==> src/winograd_output_transform_2x2_3x3_macros.svh <==
// ----------------------------------------------------------------------------
// winograd output transform assertion macros
// shared property forms for the checks of the output transform
// ----------------------------------------------------------------------------
`ifndef WINOGRAD_OUTPUT_TRANSFORM_2X2_3X3_MACROS_SVH
`define WINOGRAD_OUTPUT_TRANSFORM_2X2_3X3_MACROS_SVH

// same-cycle implication
`define WOT_ASSERT_IMPLY(label, clk, rst, ante, cons, msg) \
   label: assert property (@(posedge clk) disable iff (rst) (ante) |-> (cons)) \
      else $error(msg);

// next-cycle implication
`define WOT_ASSERT_NEXT(label, clk, rst, ante, cons, msg) \
   label: assert property (@(posedge clk) disable iff (rst) (ante) |=> (cons)) \
      else $error(msg);

`endif

==> src/wot_pkg.sv <==
// ----------------------------------------------------------------------------
// winograd output transform package
// widths, register indexes and shared types of the output transform
// ----------------------------------------------------------------------------
package wot_pkg;

   localparam int IN_BITS  = 24;
   localparam int OUT_BITS = 28;
   localparam int EXT_BITS = (IN_BITS > OUT_BITS) ? IN_BITS : OUT_BITS;

   localparam int QDEPTH    = 2;
   localparam int QPTR_BITS = $clog2(QDEPTH);
   localparam int QLVL_BITS = $clog2(QDEPTH + 1);

   localparam int CSR_INDEX_BITS = 2;
   localparam int CSR_DATA_BITS  = 1;

   localparam logic [CSR_INDEX_BITS-1:0] REG_BIAS_ENABLE = 2'd0;
   localparam logic [CSR_INDEX_BITS-1:0] REG_CROP_BOTTOM = 2'd1;
   localparam logic [CSR_INDEX_BITS-1:0] REG_CROP_RIGHT  = 2'd2;

   typedef logic signed [IN_BITS-1:0]  in_type;
   typedef logic signed [OUT_BITS-1:0] sum_type;

   typedef struct packed {
      logic bias_enable;
      logic crop_bottom;
      logic crop_right;
   } cfg_type;

   typedef struct packed {
      logic [3:0][OUT_BITS-1:0] sums;
      logic [OUT_BITS-1:0]      bias;
      logic                     crop_bottom;
      logic                     crop_right;
   } tile_type;

   typedef struct packed {
      logic                 head_valid;
      logic [QLVL_BITS-1:0] level;
   } q_status_type;

   // sign extend or wrap an input element to the sum width
   function automatic sum_type ext_in(input in_type v);
      logic signed [EXT_BITS-1:0] w;
      w = EXT_BITS'(v);
      return w[OUT_BITS-1:0];
   endfunction

endpackage

==> src/wot_front.sv <==
// ----------------------------------------------------------------------------
// winograd output transform front end
// takes tile rows, forms row sums and folds them into the four tile sums
// ----------------------------------------------------------------------------
module wot_front import wot_pkg::*; (
   input  logic         clock,
   input  logic         reset,
   input  logic         req_valid,
   output logic         req_stall,
   input  in_type       req_elem_first,
   input  in_type       req_elem_second,
   input  in_type       req_elem_third,
   input  in_type       req_elem_fourth,
   input  in_type       req_bias_value,
   input  cfg_type      cfg,
   input  q_status_type q_status,
   output logic         q_push,
   output tile_type     q_push_data
);

   localparam logic [1:0] ROW_FIRST  = 2'd0;
   localparam logic [1:0] ROW_SECOND = 2'd1;
   localparam logic [1:0] ROW_THIRD  = 2'd2;
   localparam logic [1:0] ROW_LAST   = 2'd3;

   logic [1:0] row_ff, row_in;
   logic       s1_valid_ff, s1_valid_in;
   logic [1:0] s1_row_ff;
   sum_type    s1_p_ff, s1_q_ff, s1_bias_ff;
   sum_type    sums_ff [4];
   sum_type    sums_in [4];
   logic       req_xfer;
   logic       s1_last;
   logic [QLVL_BITS:0] reserved;

   // a last row needs a queue slot, counting one still in stage one
   assign s1_last  = s1_valid_ff && (s1_row_ff == ROW_LAST);
   assign reserved = {1'b0, q_status.level} + (QLVL_BITS+1)'(s1_last);
   assign req_stall = (row_ff == ROW_LAST) && (reserved >= (QLVL_BITS+1)'(QDEPTH));
   assign req_xfer  = req_valid && !req_stall;

   assign row_in      = req_xfer ? row_ff + 2'd1 : row_ff;
   assign s1_valid_in = req_xfer;

   always_ff @(posedge clock) begin
      if (reset) begin
         row_ff      <= ROW_FIRST;
         s1_valid_ff <= 1'b0;
      end else begin
         row_ff      <= row_in;
         s1_valid_ff <= s1_valid_in;
      end
   end

   // row sums a+b+c and b-c-d
   always_ff @(posedge clock) begin
      if (req_xfer) begin
         s1_row_ff  <= row_ff;
         s1_p_ff    <= ext_in(req_elem_first) + ext_in(req_elem_second)
                       + ext_in(req_elem_third);
         s1_q_ff    <= ext_in(req_elem_second) - ext_in(req_elem_third)
                       - ext_in(req_elem_fourth);
         s1_bias_ff <= cfg.bias_enable ? ext_in(req_bias_value) : '0;
      end
   end

   always_comb begin
      for (int i = 0; i < 4; i++) begin
         sums_in[i] = sums_ff[i];
      end
      unique case (s1_row_ff)
         ROW_FIRST: begin
            sums_in[0] = s1_p_ff;
            sums_in[1] = s1_q_ff;
            sums_in[2] = '0;
            sums_in[3] = '0;
         end
         ROW_SECOND: begin
            sums_in[0] = sums_ff[0] + s1_p_ff;
            sums_in[1] = sums_ff[1] + s1_q_ff;
            sums_in[2] = sums_ff[2] + s1_p_ff;
            sums_in[3] = sums_ff[3] + s1_q_ff;
         end
         ROW_THIRD: begin
            sums_in[0] = sums_ff[0] + s1_p_ff;
            sums_in[1] = sums_ff[1] + s1_q_ff;
            sums_in[2] = sums_ff[2] - s1_p_ff;
            sums_in[3] = sums_ff[3] - s1_q_ff;
         end
         default: begin
            sums_in[2] = sums_ff[2] - s1_p_ff;
            sums_in[3] = sums_ff[3] - s1_q_ff;
         end
      endcase
   end

   always_ff @(posedge clock) begin
      if (s1_valid_ff) begin
         for (int i = 0; i < 4; i++) begin
            sums_ff[i] <= sums_in[i];
         end
      end
   end

   assign q_push = s1_last;

   always_comb begin
      for (int i = 0; i < 4; i++) begin
         q_push_data.sums[i] = sums_in[i];
      end
      q_push_data.bias        = s1_bias_ff;
      q_push_data.crop_bottom = cfg.crop_bottom;
      q_push_data.crop_right  = cfg.crop_right;
   end

endmodule

==> src/wot_queue.sv <==
// ----------------------------------------------------------------------------
// winograd output transform tile queue
// short fifo of finished tiles between the front end and the cell emitter
// ----------------------------------------------------------------------------
module wot_queue import wot_pkg::*; (
   input  logic         clock,
   input  logic         reset,
   input  logic         push,
   input  tile_type     push_data,
   input  logic         pop,
   output tile_type     head,
   output q_status_type status
);

   tile_type               entries_ff [QDEPTH];
   logic [QPTR_BITS-1:0]   wr_ptr_ff, wr_ptr_in;
   logic [QPTR_BITS-1:0]   rd_ptr_ff, rd_ptr_in;
   logic [QLVL_BITS-1:0]   level_ff, level_in;

   function automatic logic [QPTR_BITS-1:0] ptr_next(input logic [QPTR_BITS-1:0] p);
      return (p == QPTR_BITS'(QDEPTH - 1)) ? '0 : p + 1'b1;
   endfunction

   always_comb begin
      wr_ptr_in = push ? ptr_next(wr_ptr_ff) : wr_ptr_ff;
      rd_ptr_in = pop  ? ptr_next(rd_ptr_ff) : rd_ptr_ff;
      level_in  = level_ff;
      if (push && !pop) begin
         level_in = level_ff + 1'b1;
      end else if (pop && !push) begin
         level_in = level_ff - 1'b1;
      end
   end

   always_ff @(posedge clock) begin
      if (reset) begin
         wr_ptr_ff <= '0;
         rd_ptr_ff <= '0;
         level_ff  <= '0;
      end else begin
         wr_ptr_ff <= wr_ptr_in;
         rd_ptr_ff <= rd_ptr_in;
         level_ff  <= level_in;
      end
   end

   always_ff @(posedge clock) begin
      if (push) begin
         entries_ff[wr_ptr_ff] <= push_data;
      end
   end

   assign head              = entries_ff[rd_ptr_ff];
   assign status.head_valid = (level_ff != '0);
   assign status.level      = level_ff;

endmodule

==> src/wot_back.sv <==
// ----------------------------------------------------------------------------
// winograd output transform cell emitter
// walks the surviving cells of the head tile and drives the result register
// ----------------------------------------------------------------------------
module wot_back import wot_pkg::*; (
   input  logic          clock,
   input  logic          reset,
   input  tile_type      head,
   input  q_status_type  q_status,
   output logic          q_pop,
   output logic          rsp_valid,
   input  logic          rsp_stall,
   output logic          rsp_cell_row,
   output logic          rsp_cell_col,
   output sum_type       rsp_cell_value,
   output logic          rsp_tile_last
);

   logic    row_ff, row_in;
   logic    col_ff, col_in;
   logic    valid_ff, valid_in;
   logic    out_row_ff, out_col_ff, out_last_ff;
   sum_type out_value_ff;
   logic    emit;
   logic    last;

   assign emit = q_status.head_valid && (!valid_ff || !rsp_stall);
   assign last = (row_ff || head.crop_bottom) && (col_ff || head.crop_right);
   assign q_pop = emit && last;

   // next cell in row-major order, skipping the padded row and column
   always_comb begin
      row_in = row_ff;
      col_in = col_ff;
      if (emit) begin
         if (last) begin
            row_in = 1'b0;
            col_in = 1'b0;
         end else if (col_ff || head.crop_right) begin
            row_in = 1'b1;
            col_in = 1'b0;
         end else begin
            col_in = 1'b1;
         end
      end
      valid_in = emit ? 1'b1 : (valid_ff && rsp_stall);
   end

   always_ff @(posedge clock) begin
      if (reset) begin
         row_ff   <= 1'b0;
         col_ff   <= 1'b0;
         valid_ff <= 1'b0;
      end else begin
         row_ff   <= row_in;
         col_ff   <= col_in;
         valid_ff <= valid_in;
      end
   end

   always_ff @(posedge clock) begin
      if (emit) begin
         out_row_ff   <= row_ff;
         out_col_ff   <= col_ff;
         out_last_ff  <= last;
         out_value_ff <= head.sums[{row_ff, col_ff}] + head.bias;
      end
   end

   assign rsp_valid      = valid_ff;
   assign rsp_cell_row   = out_row_ff;
   assign rsp_cell_col   = out_col_ff;
   assign rsp_cell_value = out_value_ff;
   assign rsp_tile_last  = out_last_ff;

endmodule

==> src/winograd_output_transform_2x2_3x3.sv <==
// ----------------------------------------------------------------------------
// winograd f(2x2,3x3) output transform
// Takes one row of a 4x4 winograd-domain tile per transfer and, after the
// fourth row, returns the surviving cells of the 2x2 output tile in row-major
// order with the last one marked. A row is taken every cycle unless req_stall
// is high; results leave at one per cycle unless rsp_stall is high, and a
// tile of four rows yields up to four results. The first result of a tile
// passes through the row-sum stage and the tile queue to the result register.
// A two-entry tile queue lets rows keep flowing while results are stalled;
// a last row waits only while the queue holds two tiles.
// ----------------------------------------------------------------------------
`include "winograd_output_transform_2x2_3x3_macros.svh"

module winograd_output_transform_2x2_3x3 import wot_pkg::*; (
   input  logic                      clock,
   input  logic                      reset,
   input  logic                      req_valid,
   output logic                      req_stall,
   input  in_type                    req_elem_first,
   input  in_type                    req_elem_second,
   input  in_type                    req_elem_third,
   input  in_type                    req_elem_fourth,
   input  in_type                    req_bias_value,
   output logic                      rsp_valid,
   input  logic                      rsp_stall,
   output logic                      rsp_cell_row,
   output logic                      rsp_cell_col,
   output sum_type                   rsp_cell_value,
   output logic                      rsp_tile_last,
   input  logic                      csr_write,
   input  logic [CSR_INDEX_BITS-1:0] csr_index,
   input  logic [CSR_DATA_BITS-1:0]  csr_data
);

   cfg_type      cfg_ff, cfg_in;
   logic         q_push;
   logic         q_pop;
   tile_type     q_push_data;
   tile_type     q_head;
   q_status_type q_status;
   logic         q_room;

   always_comb begin
      cfg_in = cfg_ff;
      if (csr_write) begin
         unique case (csr_index)
            REG_BIAS_ENABLE: cfg_in.bias_enable = csr_data[0];
            REG_CROP_BOTTOM: cfg_in.crop_bottom = csr_data[0];
            REG_CROP_RIGHT:  cfg_in.crop_right  = csr_data[0];
            default:         cfg_in = cfg_ff;
         endcase
      end
   end

   always_ff @(posedge clock) begin
      if (reset) begin
         cfg_ff <= '0;
      end else begin
         cfg_ff <= cfg_in;
      end
   end

   wot_front u_front (
      .clock           (clock),
      .reset           (reset),
      .req_valid       (req_valid),
      .req_stall       (req_stall),
      .req_elem_first  (req_elem_first),
      .req_elem_second (req_elem_second),
      .req_elem_third  (req_elem_third),
      .req_elem_fourth (req_elem_fourth),
      .req_bias_value  (req_bias_value),
      .cfg             (cfg_ff),
      .q_status        (q_status),
      .q_push          (q_push),
      .q_push_data     (q_push_data)
   );

   wot_queue u_queue (
      .clock     (clock),
      .reset     (reset),
      .push      (q_push),
      .push_data (q_push_data),
      .pop       (q_pop),
      .head      (q_head),
      .status    (q_status)
   );

   wot_back u_back (
      .clock          (clock),
      .reset          (reset),
      .head           (q_head),
      .q_status       (q_status),
      .q_pop          (q_pop),
      .rsp_valid      (rsp_valid),
      .rsp_stall      (rsp_stall),
      .rsp_cell_row   (rsp_cell_row),
      .rsp_cell_col   (rsp_cell_col),
      .rsp_cell_value (rsp_cell_value),
      .rsp_tile_last  (rsp_tile_last)
   );

   assign q_room = (q_status.level < QLVL_BITS'(QDEPTH)) || q_pop;

   `WOT_ASSERT_IMPLY(a_queue_no_overflow, clock, reset, q_push, q_room, "tile queue overflow")
   `WOT_ASSERT_IMPLY(a_queue_no_underflow, clock, reset, q_pop, q_status.head_valid, "tile queue underflow")
   `WOT_ASSERT_NEXT(a_reset_clears_output, clock, 1'b0, reset, !rsp_valid, "result valid after reset")

endmodule

==> config.mk <==
export PLATFORM = sky130hd
export DESIGN_NAME = winograd_output_transform_2x2_3x3
export DESIGN_NICKNAME = d
export VERILOG_FILES = /design/src/wot_pkg.sv /design/src/wot_front.sv /design/src/wot_queue.sv /design/src/wot_back.sv /design/src/winograd_output_transform_2x2_3x3.sv
export VERILOG_INCLUDE_DIRS = /design/src /design/src/src
export SDC_FILE = /design/constraint.sdc
export NUM_CORES = 1
export LEC_CHECK = 0
export BUFFER_PORTS_ARGS = -buffer_cell sky130_fd_sc_hd__buf_2
export CAP_MARGIN = 20
export CELL_PAD_IN_SITES_DETAIL_PLACEMENT = 1
export CELL_PAD_IN_SITES_GLOBAL_PLACEMENT = 1
export CORE_MARGIN = 8
export CORE_UTILIZATION = 51
export CTS_CLUSTER_DIAMETER = 60
export DETAILED_ROUTE_END_ITERATION = 10
export PLACE_DENSITY = 0.81
export SLEW_MARGIN = 20
export SYNTH_ARGS = -nofsm -noshare
export SYNTH_HDL_FRONTEND = slang
export SYNTH_HIERARCHICAL = 1
export SYNTH_SLANG_ARGS = --single-unit
==> constraint.sdc <==
create_clock -name clock -period 14.3 [get_ports clock]
set_input_delay 2.145 -clock clock [delete_from_list [all_inputs] [get_ports clock]]
set_output_delay 2.145 -clock clock [all_outputs]
set_load 0.03 [all_outputs]
==> impl_metrics.csv <==
group,metric,value,unit
setup_path,reg2reg_from,"u_front/s1_row_ff[1]$_DFFE_PP_",
sta,tightest_slew,1.05,ns
pwr,p_comb_share,41.8,%
setup_path,required,14.61,ns
setup_path,path_class,"flop to flop",
synthesis,syn_area,0.0314,mm²
sta,drv_slew,0,
sta,setup_viol,0,
global_routing,met1_usage,30.2,%
pwr,switching_share,37.6,%
detailed_routing,num_vias,21700,
placed_design,dpl.hpwl,61.2,mm
job,maxCapViolCount,0,
synthesis,syn_nets,2963,
sta,fin_crit,5.21,ns
floorplanning,num_io_pins,161,
floorplanning,num_rows,91,
clock_tree,cts_tree,"done",
global_routing,grt_max_degree,112,
synthesis,post-synth-top-count-cell,"edfxtp_1",
sta,rsz0062_at_grt,"no",
synthesis,ys.flop_type,"edfxtp_1",
clock_tree,clk_pin_slew,0.06,ns
synthesis,yosys.area.top_type,"edfxtp_1",
synthesis,yosysSeqAreaShare,49.1,%
global_routing,top_usage_layer,"met2",
pwr,seqPwrFrac,34.7,%
hold_path,hold_class,"flop to flop",
setup_path,end_kind,"flop",
synthesis,async_flop_share,0,%
setup_path,reg2reg_depth,16,
sta,finalClockSkew,0.0296,ns
detailed_routing,drtAntennaViolNets,0,
placed_design,io_buffers,160,
pwr,power_density,183,mW/mm²
clock_tree,cts_buffer_depth,3,
floorplanning,dieArea,0.0699,mm²
global_routing,grtUsageMet3,3.44,%
hold_path,hold_path_end,"u_queue/entries_ff[0][13]$_DFFE_PP_",
finish,final_layout_size_suffix_gt1_share,17.3,%
synthesis,ys_types,98,
finish,fin_nets,3108,
placed_design,gp_congestion,0.850,
sta,slew_headroom,29.8,%
global_routing,grt_use_met2,41.4,%
global_routing,antenna_found_initial,0,
floorplanning,core-area,0.0614,mm²
hold_path,holdPathStages,0,
pwr,power_leakage,13.5,nW
setup_path,arrival,5.52,ns
floorplanning,initial_core_util,51.2,%
detailed_routing,firstDrtPassIters,5,
detailed_routing,routed_via_density,6.09,
detailed_routing,drt-initial-drc-count,1628,
pwr,clockPowerShare,23.5,%
pwr,ir_drop,0.0996,mV
global_routing,gr-usage-all-layers,23.7,%
setup_path,cp_top_family,"compound AO/OA/AOI/OAI gates",
detailed_routing,drt_wl_total,84.7,mm
finish,final_core_util,56.7,%
global_routing,grt_pass1_vias,23600,
synthesis,ys_ff_latch,519,
outcome,outcome,"finished, final reports clean",
setup_path,cpMaxStageDelayCell,"a211oi_1",
detailed_routing,drc,0,
hold_path,hp-start,"u_front/s1_bias_ff[11]$_SDFFCE_PN0P_",
global_routing,grt-ovfl-total,0,
pwr,internal-power,0.00397,W
finish,final_cells,3564,
clock_tree,cts_setup_buffers,0,
setup_path,critPathMaxStageDelay,0.47,ns
synthesis,yosys.area.top_type_share,48.2,%
pwr,p_total,0.00636,W
sta,hold_viol,0,
finish,syn2layout_area_growth,10.7,%
placed_design,post-place-cells,3461,
synthesis,synth_cells,2582,
detailed_routing,wl_per_cell,23.8,µm
sta,tns,0,ns
pwr,p_sw,0.00239,W
setup_path,crit_path_start_kind,"flop",
synthesis,synth_top_cells_by_count,"505 x edfxtp_1, 199 x ha_1, 195 x a21oi_1",
sta,max_freq,192,MHz
floorplanning,die_x,264,µm
clock_tree,cts-resized-gates,0,
setup_path,critPathBufInv,3,
clock_tree,hold_buffers,0,
synthesis,syn_area_per_cell,12.2,µm²
synthesis,yosys_warnings,6,
synthesis,synth_area_leaders,"edfxtp_1 48%, ha_1 7.9%, mux2_4 3.8%, fa_1 3.4%, a21oi_1 3.1%",
synthesis,synth_edf_count,505,
clock_tree,clockRootBuffer,"clkbuf_16",
setup_path,critPathMaxFanout,27,
clock_tree,clk_latency,0.63,ns
setup_path,r2r-end,"u_queue/entries_ff[1][139]$_DFFE_PP_",
global_routing,grt_pass1_wl,132,mm
floorplanning,die_h,264,µm
sta,min_period_over_period,36.5,%
clock_tree,cts_sinks,519,
setup_path,crit_chain,"inv_1 > ha_2 > buf_4 > buf_4 > mux2_2 > ha_1 > a211oi_1 > o211ai_1 > a41oi_1 > a221oi_1 > o22a_1 > a21oi_1 > o31ai_1 > a211oi_1 > xor2_1 > nor2_1",
setup_path,r2r_slack,9.09,ns
clock_tree,numCtsBuffers,54,
clock_tree,h-tree-depth,2,
-- per-layer routing --
layer  wire length, µm  part of all wire [%]  vias up
li1                  -                     -     9942
met1             36200                    43    11000
met2             41700                    49      655
met3              4210                   5.0      160
met4              2590                   3.1        0
met5                 0                     0        -
-- power groups by stage --
stage	clock network (W)	logic, W	registers [W]
2_1_floorplan	0	0.00188	0.00222
3_3_place_gp	0	0.00245	0.00222
3_5_place_dp	0	0.00259	0.00223
4_1_cts	0.00152	0.00264	0.00221
5_1_grt	0.00156	0.00289	0.00223
6_report	0.00149	0.00266	0.00221
-- layout make-up --
type                            count  area [µm²]
Tap cell                          790         988
Antenna cell                        1        2.50
Sequential cell                   519       15500
Inverter                          150         564
Fill cell                        6199       26600
Multi-Input combinational cell   1825       15000
Clock inverter                     41         485
Timing Repair Buffer              177         941
Clock buffer                       61        1380
-- worst max-delay path by stage --
stage                                               from                                    to  slack, ns  cells after the start
after floorplan           u_front/s1_valid_ff$_SDFF_PP0_    u_queue/entries_ff[0][0]$_DFFE_PP_       4.20                      2
after global placement                req_elem_second[1]         u_front/s1_p_ff[23]$_DFFE_PP_       8.77                     15
after detailed placement              req_elem_second[1]         u_front/s1_p_ff[23]$_DFFE_PP_       8.60                     15
after CTS                 u_front/s1_row_ff[1]$_DFFE_PP_  u_queue/entries_ff[1][139]$_DFFE_PP_       9.08                     16
after global routing      u_front/s1_row_ff[1]$_DFFE_PP_  u_queue/entries_ff[1][139]$_DFFE_PP_       8.82                     16
final                     u_front/s1_row_ff[1]$_DFFE_PP_  u_queue/entries_ff[1][139]$_DFFE_PP_       9.09                     16
-- sequential cells by signal (all words and copies together), names as in the netlist, named ones only --
name and flops:
u_front/s1_row_ff 2, u_back/rsp_cell_row 1, u_back/row_ff 1, u_front/row_ff 2, u_queue/entries_ff 284, u_queue/wr_ptr_ff 1, u_front/s1_p_ff 26, u_front/s1_bias_ff 24
u_front/s1_valid_ff 1, u_front/sums_ff 112, u_back/rsp_tile_last 1, cfg_ff 3, u_queue/rd_ptr_ff 1, u_back/rsp_cell_value 28, u_back/col_ff 1, u_back/rsp_valid 1
u_queue/level_ff 2, u_back/rsp_cell_col 1, u_front/s1_q_ff 26
-- placed cells by master (no fill, tap or decap), types with 13 or more instances in the layout --
master,netlist,final
a211oi_1,17,17
a21o_1,82,82
a21oi_1,195,195
a221oi_1,22,22
a22oi_1,27,27
a31oi_1,19,19
and2_1,33,32
and3_1,16,16
buf_2,15,160
buf_4,6,16
clkbuf_16,0,54
clkinv_1,0,13
edfxtp_1,505,505
fa_1,54,54
ha_1,199,196
inv_1,150,149
mux2_2,64,64
mux2_4,80,80
mux4_2,28,28
nand2_1,111,111
nand2b_1,33,33
nand3_1,27,27
nand4_1,20,20
nor2_1,171,171
nor2b_1,28,27
nor3_1,52,52
o21a_1,18,18
o21ai_0,101,101
o21ai_1,24,24
o21bai_1,28,28
xnor2_1,106,106
xor2_1,99,99
-- worst reg2reg max path, stage by stage (launching register included) --
cell and delay, ns:
edfxtp_1 0.43, inv_1 0.16, ha_2 0.20, buf_4 0.33, buf_4 0.43, mux2_2 0.42, ha_1 0.32, a211oi_1 0.47
o211ai_1 0.25, a41oi_1 0.43, a221oi_1 0.18, o22a_1 0.29, a21oi_1 0.24, o31ai_1 0.12, a211oi_1 0.36, xor2_1 0.19
nor2_1 0.09
-- metrics by stage --
stage / setup slack, ns / area [µm²] / hold slack [ns]
global placement: 8.77 / 33000 / 0.422
CTS: 9.08 / 34800 / 0.447
finish: 9.09 / 34800 / 0.447
floorplan: 4.20 / 31400 / 0.421
global route: 8.82 / 34800 / 0.461
detailed placement: 8.60 / 33000 / 0.432
-- cell families after synthesis --
group,after synthesis,share of synthesized area [%]
adders and majority gates,253,11.4
xor gates and xnor gates,206,5.76
and+or+nand+nor,547,8.73
muxes,180,8.37
DFF,519,49.1
AOI/OAI and AO/OA,639,13.4
buffers and inverters,238,3.24
(Power assumes the default switching activity.)
